File: config.mk
export PLATFORM = sky130hd
export DESIGN_NAME = usv_phase_div
export DESIGN_NICKNAME = d
export VERILOG_FILES = /design/src/design/usv_pkg.sv /design/src/design/usv_phase_div.sv
export SDC_FILE = /design/constraint.sdc
export NUM_CORES = 1
export LEC_CHECK = 0
export BUFFER_PORTS_ARGS = -buffer_cell sky130_fd_sc_hd__buf_2
export CAP_MARGIN = 20
export CORE_MARGIN = 5
export CORE_UTILIZATION = 55
export CTS_CLUSTER_SIZE = 28
export DETAILED_ROUTE_END_ITERATION = 8
export PLACE_DENSITY = 0.74
export SLEW_MARGIN = 0
export SYNTH_ARGS = -nofsm -noshare
export SYNTH_HDL_FRONTEND = slang
export SYNTH_SLANG_ARGS = --single-unit
File: constraint.sdc
create_clock -name clk -period 4.6 [get_ports clk]
set_clock_uncertainty 0.2 [all_clocks]
set_input_delay 0.69 -clock clk [delete_from_list [all_inputs] [get_ports clk]]
set_output_delay 0.69 -clock clk [all_outputs]
set_load 0.05 [all_outputs]
File: src/design/usv_pkg.sv
`default_nettype none
package usv_pkg;

    localparam int FRAC_BITS_DEF    = 16;
    localparam int MAX_SEGMENTS_DEF = 254;
    localparam int MIN_SEGMENTS     = 3;

    localparam int RADIUS_W  = 24;
    localparam int SEG_W     = 8;
    localparam int COORD_W   = 8;
    localparam int POS_W     = 26;
    localparam int VNUM_W    = 16;
    localparam int CFG_IDX_W = 8;

    // Configuration register indexes.
    localparam logic [CFG_IDX_W-1:0] CFG_RADIUS   = 8'd0;
    localparam logic [CFG_IDX_W-1:0] CFG_SEGMENTS = 8'd1;

    localparam logic [RADIUS_W-1:0] RADIUS_RESET   = 24'd65536;
    localparam logic [SEG_W-1:0]    SEGMENTS_RESET = 8'd16;

    // Phases are fractions of a full turn in 32 bits.
    localparam int PHASE_BITS = 32;

    // pi scaled by 2^32.
    localparam logic [33:0] PI_Q32 = 34'd13493037705;
    localparam logic [30:0] Q30_ONE = 31'h4000_0000;

    // Series divisors replaced by reciprocals: floor(p / d) = (p * M) >> K for p < 2^30.
    localparam int SIN_TERMS = 5;
    localparam int COS_TERMS = 6;
    localparam logic [31:0] SIN_M [SIN_TERMS] = '{
        32'd1249445032, 32'd1908874354, 32'd1636178018, 32'd1717986919, 32'd1431655766
    };
    localparam int SIN_K [SIN_TERMS] = '{37, 37, 36, 35, 33};
    localparam logic [31:0] COS_M [COS_TERMS] = '{
        32'd2082408386, 32'd1527099484, 32'd1227133514,
        32'd1145324613, 32'd1431655766, 32'd1073741825
    };
    localparam int COS_K [COS_TERMS] = '{38, 37, 36, 35, 34, 31};

    // Pipeline latencies of the sub-blocks, in enabled cycles.
    localparam int DIV_LAT = PHASE_BITS + 2;
    localparam int SC_LAT  = 2 * COS_TERMS + 4;
    localparam int VO_LAT  = 4;

endpackage
`default_nettype wire

File: src/design/usv_phase_div.sv
`default_nettype none
module usv_phase_div #(
    parameter int FRAC_BITS = usv_pkg::FRAC_BITS_DEF,
    parameter bit HALF_TURN = 1'b0
) (
    input  logic                 clk,
    input  logic                 en,
    input  logic [7:0]           num,
    input  logic [7:0]           den,
    output logic [31:0]          phase,
    output logic [FRAC_BITS:0]   frac
);

    // One quotient bit per stage: restoring long division of num by den.
    localparam int STEPS = usv_pkg::PHASE_BITS;
    localparam int PSTEP = HALF_TURN ? STEPS - 1 : STEPS;

    logic [STEPS:0] quo_reg  [STEPS+1];
    logic [7:0]     rem_reg  [STEPS+1];
    logic [7:0]     remp_reg [STEPS+1];
    logic [7:0]     remf_reg [STEPS+1];
    logic [31:0]    phase_reg;
    logic [FRAC_BITS:0] frac_reg;

    logic       ge0;
    logic [7:0] r0;

    assign ge0 = num >= den;
    assign r0  = ge0 ? 8'(num - den) : num;

    always_ff @(posedge clk)
    begin
        if (en)
        begin
            quo_reg[0]  <= {{STEPS{1'b0}}, ge0};
            rem_reg[0]  <= r0;
            remp_reg[0] <= r0;
            remf_reg[0] <= r0;
        end
    end

    for (genvar k = 1; k <= STEPS; k++)
    begin : g_step
        logic [8:0] trial;
        logic [8:0] diff;
        logic       ge;
        logic [7:0] rnew;

        assign trial = {rem_reg[k-1], 1'b0};
        assign ge    = trial >= {1'b0, den};
        assign diff  = trial - {1'b0, den};
        assign rnew  = ge ? diff[7:0] : trial[7:0];

        always_ff @(posedge clk)
        begin
            if (en)
            begin
                quo_reg[k]  <= {quo_reg[k-1][STEPS-1:0], ge};
                rem_reg[k]  <= rnew;
                remp_reg[k] <= (k == PSTEP) ? rnew : remp_reg[k-1];
                remf_reg[k] <= (k == FRAC_BITS) ? rnew : remf_reg[k-1];
            end
        end
    end

    // Round half up: one more when remainder plus half the divisor reaches it.
    logic [8:0]  half;
    logic        up_p;
    logic        up_f;
    logic [31:0] phase_trunc;

    assign half = {2'b0, den[7:1]};
    assign up_p = ({1'b0, remp_reg[STEPS]} + half) >= {1'b0, den};
    assign up_f = ({1'b0, remf_reg[STEPS]} + half) >= {1'b0, den};

    if (HALF_TURN)
    begin : g_half
        assign phase_trunc = quo_reg[STEPS][STEPS:1];
    end
    else
    begin : g_full
        assign phase_trunc = quo_reg[STEPS][STEPS-1:0];
    end

    always_ff @(posedge clk)
    begin
        if (en)
        begin
            phase_reg <= phase_trunc + 32'(up_p);
            frac_reg  <= quo_reg[STEPS][STEPS -: FRAC_BITS+1] + (FRAC_BITS+1)'(up_f);
        end
    end

    assign phase = phase_reg;
    assign frac  = frac_reg;

endmodule
`default_nettype wire

==> metrics, run 1 <==
number of warnings issued by yosys 0; most frequently used flop master after synthesis sky130_fd_sc_hd__edfxtp_1; global-route wire length before repair 137000 µm; clock root buffer sky130_fd_sc_hd__clkbuf_16; Cell Pwr Density approximately 600 nW/µm²; Die Span Y ~300 µm; count of final max-slew check failures 0; timing startpoint of the critical path remp_reg[2][0]; critical path class reg -> reg; total gr overflow 0; period utilization 0.925; H-Tree Depth 3; largest net degree at the start of global routing 103; Core Area 83700 µm²; startpoint type of the worst setup path register; Placed Instances 4268; Least-Margin Pin Slew roughly 0.83 ns; syn avg cell area 15.1 µm²; share of async-settable or async-resettable flops after synthesis 0; Peak supply drop 0.466 mV; top cells by area in the synthesized netlist sky130_fd_sc_hd__edfxtp_1, sky130_fd_sc_hd__ha_1, sky130_fd_sc_hd__mux2_2; initial cell density of the core 0.554; number of instances in the synthesized netlist 3070; quantity of gates resized following cts 0; number of global-route vias before repair 26304; DRT Wirelength about 85000 µm; number of buffers added for setup after CTS 0; sequential area share after synthesis 0.649; Area growth syn-to-layout 12.1%; floorplan die area 90200 µm²; RSZ-0062 raised after global routing false; DRC violations left 0; wire per inst 19.2 µm; clock latency reported for the late side of the worst-skew pair 0.69 ns; hold_ws 0.175 ns; iteration count of the initial detailed-routing pass 6; Design Power between 30 and 40 mW; total number of vias 25766; layout cell share with drive strength beyond 1 0.156; Crit Reg-Reg Startpoint remp_reg[2][0]; placed standard-cell area 48500 µm²; post-synthesis cell area 46400 µm²; die width around 300 µm; clk sink count 1002; final estimated routing congestion in global placement 0.834; Global Route Usage Sum 0.187; number of distinct library cells after synthesis 68; Fin Setup TNS 0 ns; number of flip-flops under the largest register name 561; final net count approximately 3600; Critical Path AT around 4.5 ns; R2R setup slack 0.35 ns; number of max-capacitance violations reported 0; share of Yosys cell area claimed by the top area cell type 0.649; minimum clock period 4.25 ns; Peak Freq 235 MHz; flip-flop and latch area 30100 µm²; violation count after the first detailed-routing iteration 1787; setup violators final 0; area used by multi-input combinational logic ~16000 µm²; R2R depth 18; number of nets still failing antenna checks after routing 0; FF-to-FF End phase[22]; largest fanout on the critical path 5; CTS Hold Bufs 0; normalized max-slew margin 0.447; total of flip-flops plus latches after synthesis 1002; Synthesized Nets around 3400; EDFF count, synth between 1000 and 1500; Static Leak 19.2 nW; run status completed; worst hold path class in -> reg; maximum number of buffers from clock root to sink 3; post-route cell area 52000 µm²; post-detailed-route via-to-cell ratio 5.78; final HPWL from detailed placement between 50000 and 60000 µm; clock transition at the register clock pins on the worst setup and hold paths after CTS 0.06 ns; non-filler instance count after layout 4457; # IOs 67; final worst slack 0.345 ns; antenna violations before repair 0; Critical Path End phase[22]; count leader, synth sky130_fd_sc_hd__edfxtp_1; cell type contributing the most total cell area after synthesis sky130_fd_sc_hd__edfxtp_1; post-place setup slack -0.260 ns; Hold Fails Final Rpt 0; CTS tree done; top cells by instance count after synthesis sky130_fd_sc_hd__edfxtp_1, sky130_fd_sc_hd__ha_1, sky130_fd_sc_hd__nor2_1; Rows 106; buffers added on ports 66; number of inserted filler cells in the final layout 6026; required time at the worst-slack endpoint 4.82 ns; TritonCTS buffer count about 100; final core utilization 0.621; Critical Path End Type register
==> worst max-delay path: stages, from the launching register on <==
cell and delay, ns:
sky130_fd_sc_hd__edfxtp_1 0.33, sky130_fd_sc_hd__ha_1 0.19, sky130_fd_sc_hd__inv_1 0.07, sky130_fd_sc_hd__fa_1 0.38, sky130_fd_sc_hd__nor2b_1 0.12, sky130_fd_sc_hd__o21a_1 0.16
sky130_fd_sc_hd__o21ai_0 0.12, sky130_fd_sc_hd__a21oi_1 0.15, sky130_fd_sc_hd__a21oi_1 0.07, sky130_fd_sc_hd__ha_1 0.31, sky130_fd_sc_hd__nand4_1 0.12, sky130_fd_sc_hd__o21ai_0 0.18
sky130_fd_sc_hd__a2111o_1 0.20, sky130_fd_sc_hd__ha_1 0.16, sky130_fd_sc_hd__ha_1 0.26, sky130_fd_sc_hd__nand3_1 0.13, sky130_fd_sc_hd__nor3_1 0.53, sky130_fd_sc_hd__nand3_1 0.17
sky130_fd_sc_hd__xnor2_1 0.15
==> cells by family after synthesis <==
kind of cell / synth area share
AOI/OAI and AO/OA: 0.0928
xor gates and xnor gates: 0.0274
and+or+nand+nor: 0.0671
muxes: 0.0549
adders and majority gates: 0.0958
buffers and inverters: 0.0134
DFF: 0.649
==> cell type report <==
type                    count  share of cell area
inverters                 123             0.00896
well taps                1134              0.0273
diodes                      1           0.0000481
flip-flops and latches   1002               0.579
multi-input cells        1906               0.301
repair buffers            103              0.0160
clock inverters            67              0.0168
clock buffers             121              0.0505
==> how the worst min path moves through the flow <==
| stage | from | end | cells past startpoint | slack [ns] |
|---|---|---|---|---|
| floorplan | quo_reg[0][966] | quo_reg[0][1000] | 0 | 0.20 |
| global placement | quo_reg[0][673] | quo_reg[0][707] | 0 | 0.20 |
| detailed placement | quo_reg[0][972] | quo_reg[0][1006] | 0 | 0.20 |
| CTS | num[3] | rem_reg[0][3] | 2 | 0.12 |
| global route | num[3] | rem_reg[0][3] | 2 | 0.14 |
| finish | num[3] | rem_reg[0][3] | 2 | 0.18 |
==> routing by layer <==
layer | vias up | track usage | part of all wire
met2 | 630 | 0.322 | 0.49
met1 | 12670 | 0.241 | 0.42
met4 | 0 | 0.0708 | 0.036
li1 | 12256 | - | -
met5 | - | 0 | 0
met3 | 210 | 0.0309 | 0.047
==> power breakdown <==
part | total (mW) | internal [mW] | switching [mW]
logic | 10.1 | 4.81 | 5.32
registers | 13.3 | 12.4 | 0.829
clock network | 8.46 | 4.97 | 3.49
total | 31.8 | 22.2 | 9.64
==> cell usage in the layout (no fill, tap or decap), drive strengths merged, types with 11 or more instances in the layout <==
cell    instances
o21ai         116
ha            299
and4b          21
fa             35
or4b           30
clkbuf        121
nand3          98
bufinv         15
xnor2         104
a211oi         25
a211o          18
inv           124
nor2          183
mux2          170
nand2          51
mux2i          63
a21oi         147
nand4          15
xor2           41
edfxtp       1002
or3            13
a311oi         11
nand2b         15
a31o           23
nor2b          97
a21o           68
o21a           49
a31oi          21
nor3           17
a221oi         20
buf           103
clkinv         45
a21boi         41
o21bai         22
o31a           33
No activity file was read; power rests on OpenSTA's default activity.
==> inputs of run 2 (changes only) <==
PLACE_DENSITY = 0.71   (was 0.74)
clock period = 5.1 ns   (was 4.6 ns; I/O delays follow)
==> run 2 against run 1 <==
- sequential share of layout area grew 0.22 points
- first-iteration DRC count shrank 17%
- total power shrank 11%
- final cell count shrank 0.29%
- die area is the same
- register-to-register slack gained 0.44 ns
- sequential cell count is the same
- wire length shrank 1.8%
- critical path type unchanged
- via count shrank 0.99%
==> metrics, run 2 (synthesis gave the netlist of run 1 again) <==
Global Route Usage Sum 0.186 (-0.00176); H-Tree Depth 3 (unchanged); cell mode on critical path sky130_fd_sc_hd__ha_1; clock root buffer sky130_fd_sc_hd__clkbuf_16; final estimated routing congestion in global placement 0.863 (+3.4%); Critical Path End Type register; minimum clock period 4.31 ns (+0.0594 ns); required time at the worst-slack endpoint 5.32 ns (+0.50 ns); Cell Pwr Density 548 nW/µm² (-11%); most frequent standard cell in the layout excluding fill and tap cells sky130_fd_sc_hd__edfxtp_1; floorplan die area 90200 µm² (unchanged); TritonCTS buffer count 101 (-0.98%); Rows 106 (unchanged); run status completed; number of buffers added for setup after CTS 0 (unchanged); RSZ-0062 raised after global routing false; commonest cells after routing, fill and taps aside sky130_fd_sc_hd__edfxtp_1, sky130_fd_sc_hd__ha_1, sky130_fd_sc_hd__nor2_1; period utilization 0.846 (-0.0790); DRT Wirelength 83900 µm (-1.8%); number of global-route vias before repair 26376 (+0.27%); Static Leak 19.1 nW (-0.62%); critical path, cell by cell ha_1 > inv_1 > fa_1 > nor2b_1 > o21a_1 > o21ai_0 > a21oi_1 > a21oi_1 > ha_1 > nand4_1 > o21ai_0 > a2111o_1 > ha_1 > ha_1 > nand3_1 > nor3_1 > nand3_1 > xnor2_1; normalized max-slew margin 0.393 (-0.0535); startpoint type of the worst setup path register; highest cell delay on the worst timing path 0.56 ns (+0.03 ns); Least-Margin Pin Slew 0.910 ns (+0.0802 ns); final HPWL from detailed placement 52200 µm (-1.1%); # IOs 67 (unchanged); post-detailed-route via-to-cell ratio 5.74 (-0.70%); clk sink count 1002 (unchanged); clock latency reported for the late side of the worst-skew pair 0.67 ns (-0.02 ns); die width 300 µm (unchanged); maximum number of buffers from clock root to sink 3 (unchanged); worst hold path class reg -> reg; antenna violations before repair 2 (+2); count of final max-slew check failures 0 (unchanged); Fin Setup TNS 0 ns (unchanged); wire per inst 18.9 µm (-1.5%); Core Area 83700 µm² (unchanged); DRC violations left 0 (unchanged); quantity of gates resized following cts 0 (unchanged); buffers added on ports 66 (unchanged); largest fanout on the critical path 5 (unchanged); setup violators final 0 (unchanged); number of flip-flops under the largest register name 561 (unchanged); clock transition at the register clock pins on the worst setup and hold paths after CTS 0.06 ns (about the same); cell with the biggest individual delay on the critical path sky130_fd_sc_hd__nor3_1; violation count after the first detailed-routing iteration 1485 (-17%); initial cell density of the core 0.554 (unchanged); Peak Freq 232 MHz (-1.4%); Area growth syn-to-layout 11.6%; number of inserted filler cells in the final layout 6115 (+1.5%); Hold Fails Final Rpt 0 (unchanged); number of max-capacitance violations reported 0 (unchanged); iteration count of the initial detailed-routing pass 5 (-1); Peak supply drop 0.334 mV (-28%); number of nets still failing antenna checks after routing 0 (unchanged); Design Power 28.4 mW (-11%); final net count 3582 (-0.22%); largest net degree at the start of global routing 112 (+8.7%); CTS tree done; global-route wire length before repair 137000 µm (+0.12%); CTS Hold Bufs 0 (unchanged); Die Span Y 300 µm (unchanged); total number of vias 25511 (-0.99%); critical path class reg -> reg; total gr overflow 0 (unchanged); Critical Path AT 4.53 ns (+0.06 ns); layout cell share with drive strength beyond 1 0.154 (-0.00206)
-- run 2: cell count changes in the layout (fill, tap and decap cells not counted), sizes merged --
cell and change:
clkinv +9, clkinvlp +2, bufinv -3, clkbuf -11, diode +1, buf -7
inv -4
-- run 2: metrics by stage --
step	cells	hold WS [ns]	setup WS [ns]	utilization	instance area (µm²)
3_5_place_dp	4261	0.205	0.221	0.578	48400
4_1_cts	4442	0.202	0.811	0.619	51800
5_1_grt	4443	0.210	0.518	0.619	51800
2_1_floorplan	3070	0.200	0.396	-	46400
3_3_place_gp	4261	0.200	0.316	0.578	48400
6_report	4444	0.196	0.786	0.619	51800
-- run 2: worst max-delay path, delay by kind of cell, from the launching register on --
family	cells	cell delay, ns
fa+ha+maj	5	1.31
simple gates	5	1.13
compound gates	6	0.89
flops	1	0.32
xor+xnor	1	0.16
buf+inv	1	0.06
-- run 2: final timing paths --
path                     end  cells past startpoint  slack (ns)             from
min reg2reg  remf_reg[24][4]                      0        0.20  remf_reg[23][4]
max reg2reg        phase[22]                     18        0.79   remp_reg[2][0]
min          remf_reg[24][4]                      0        0.20  remf_reg[23][4]
max                phase[22]                     18        0.79   remp_reg[2][0]
-- run 2: cell type report --
cell class              instances  area (µm²)  share of cell area
repair buffers                 96         756              0.0146
diodes                          2        5.00           0.0000967
flip-flops and latches       1002       30100               0.581
multi-input cells            1906       15700               0.303
well taps                    1134        1420              0.0274
inverters                     123         462             0.00892
clock inverters                71         818              0.0158
clock buffers                 110        2560              0.0495
-- run 2: where the power goes --
part	internal [mW]	switching, mW	total, mW
Sequential	11.2	0.737	11.9
Combinational	4.32	4.72	9.05
Clock	4.27	3.12	7.39
-- run 2: per-layer routing --
layer	vias up	global-route usage	routed length (µm)
li1	12252	-	-
met1	12535	0.240	36200
met2	545	0.316	41000
met3	179	0.0353	4120
met4	0	0.0676	2590
met5	-	0	0
==> inputs of run 3 (changes only) <==
clock period = 4.36 ns   (was 5.1 ns; I/O delays follow)
==> run 3 against run 2 <==
- cell area increased by 1.1%
- critical path depth increased by 1
- clock-buffer cell count increased by 15
- die area unchanged
- total power increased by 19%
- final cell count increased by 0.83%
- wire length increased by 1.8%
- register-to-register slack got worse by 0.46 ns
- critical endpoint is now phase[13]
- largest power group unchanged
- highest routed layer is now met5
==> metrics, run 3 (synthesis gave the netlist of run 1 again) <==
run status completed; diode count 0 (-2); count of final max-slew check failures 0 (unchanged); Least-Margin Pin Slew 0.785 ns (-0.125 ns); worst hold path class in -> reg; final estimated routing congestion in global placement 0.846 (-1.9%); violation count after the first detailed-routing iteration 1562 (+5.2%); normalized max-slew margin 0.476 (+0.0831); number of inserted filler cells in the final layout 6022 (-1.5%); Static Leak 19.4 nW (+1.5%); Hold Fails Final Rpt 0 (unchanged); clk sink count 1002 (unchanged); Cell Pwr Density 646 nW/µm² (+18%); Core Area 83700 µm² (unchanged); layout cell share with drive strength beyond 1 0.164 (+0.0102); DRC violations left 0 (unchanged); Rows 106 (unchanged); critical path class reg -> reg; Critical Path AT 4.26 ns (-0.27 ns); # IOs 67 (unchanged); CTS Hold Bufs 0 (unchanged); Critical Path End Type register; initial cell density of the core 0.554 (unchanged); number of flip-flops under the largest register name 561 (unchanged); final HPWL from detailed placement 54600 µm (+4.6%); met3 WL 3760 µm (-8.8%); H-Tree Depth 3 (unchanged); floorplan die area 90200 µm² (unchanged); number of global-route vias before repair 26675 (+1.1%); number of buffers added for setup after CTS 0 (unchanged); CTS tree done; antenna violations before repair 1 (-1); post-route cell area 52300 µm² (+1.1%); Die Span Y 300 µm (unchanged); number of nets still failing antenna checks after routing 0 (unchanged); routed length on met1 36400 µm (+0.69%); final net count 3615 (+0.92%); Area growth syn-to-layout 12.9%; clock latency reported for the late side of the worst-skew pair 0.68 ns (about the same); Design Power 33.8 mW (+19%); quantity of gates resized following cts 0 (unchanged); required time at the worst-slack endpoint 4.59 ns (-0.73 ns); total gr overflow 0 (unchanged); placed standard-cell area 48800 µm² (+0.80%); number of max-capacitance violations reported 0 (unchanged); largest fanout on the critical path 4 (-1); period utilization 0.924 (+0.0783); TritonCTS buffer count 102 (+0.99%); total number of vias 25802 (+1.1%); minimum clock period 4.03 ns (-0.285 ns); setup violators final 0 (unchanged); wire per inst 19.1 µm (+0.95%); RSZ-0062 raised after global routing false; clock root buffer sky130_fd_sc_hd__clkbuf_16; maximum number of buffers from clock root to sink 3 (unchanged); die width 300 µm (unchanged); startpoint type of the worst setup path register; clock transition at the register clock pins on the worst setup and hold paths after CTS 0.06 ns (about the same); buffers added on ports 66 (unchanged); Peak Freq 248 MHz (+7.1%); Global Route Usage Sum 0.189 (+0.00352); largest net degree at the start of global routing 117 (+4.5%); iteration count of the initial detailed-routing pass 8 (+3); global-route wire length before repair 139000 µm (+1.3%); most frequent standard cell in the layout excluding fill and tap cells sky130_fd_sc_hd__edfxtp_1; commonest cells after routing, fill and taps aside sky130_fd_sc_hd__edfxtp_1, sky130_fd_sc_hd__ha_1, sky130_fd_sc_hd__nor2_1; non-filler instance count after layout 4481 (+0.83%); topmost layer with routed signal wires met5; Placed Instances 4293 (+0.75%); met2 wire len 42500 µm (+3.6%); Peak supply drop 0.362 mV (+8.6%); DRT Wirelength 85400 µm (+1.8%); post-detailed-route via-to-cell ratio 5.76 (+0.31%)
-- run 3: worst max-delay path, stage by stage, from the launching register on --
cell                       delay (ns)
sky130_fd_sc_hd__edfxtp_1        0.32
sky130_fd_sc_hd__ha_1            0.15
sky130_fd_sc_hd__inv_1           0.06
sky130_fd_sc_hd__fa_2            0.38
sky130_fd_sc_hd__nor2b_1         0.13
sky130_fd_sc_hd__o21a_1          0.19
sky130_fd_sc_hd__o21a_1          0.14
sky130_fd_sc_hd__nor2_1          0.05
sky130_fd_sc_hd__ha_1            0.30
sky130_fd_sc_hd__a21o_1          0.17
sky130_fd_sc_hd__a21o_1          0.17
sky130_fd_sc_hd__a21oi_1         0.13
sky130_fd_sc_hd__o21ai_0         0.10
sky130_fd_sc_hd__a2111o_1        0.43
sky130_fd_sc_hd__ha_1            0.22
sky130_fd_sc_hd__nand3_1         0.19
sky130_fd_sc_hd__buf_4           0.19
sky130_fd_sc_hd__nor2_1          0.07
sky130_fd_sc_hd__nand3_1         0.13
sky130_fd_sc_hd__xnor2_1         0.07
-- run 3: power by group --
part / internal (mW) / switching, mW
sequential: 13.1 / 0.876
clock: 5.37 / 3.70
combinational: 5.17 / 5.58
-- run 3: cell type report --
class,count,area (µm²),area share
Sequential cell,1002,30100,0.575
Multi-Input combinational cell,1906,15700,0.300
Clock buffer,125,2640,0.0504
Tap cell,1134,1420,0.0271
Timing Repair Buffer,128,1110,0.0212
Clock inverter,63,911,0.0174
Inverter,123,465,0.00889
-- run 3: per-layer routing --
metal	up-vias	global-route usage
met3	201	0.0297
li1	12319	-
met5	-	0
met4	2	0.0660
met2	576	0.329
met1	12704	0.244
-- run 3: worst paths after layout --
check | from | end | slack [ns] | cells past startpoint
setup / recovery | remp_reg[2][0] | phase[13] | 0.33 | 19
hold / removal | num[5] | rem_reg[0][5] | 0.14 | 2
hold reg to reg | quo_reg[0][1024] | quo_reg[0][1058] | 0.21 | 0
setup reg to reg | remp_reg[2][0] | phase[13] | 0.33 | 19
-- run 3: stage by stage --
step,util,hold WS [ns],TNS (ns),worst slack (ns)
floorplan,-,0.200,0,0.0191
global placement,0.583,0.200,-3.18,-0.262
detailed placement,0.583,0.205,-3.90,-0.288
CTS,0.625,0.0914,0,0.219
global route,0.625,0.128,0,0.107
finish,0.625,0.144,0,0.330
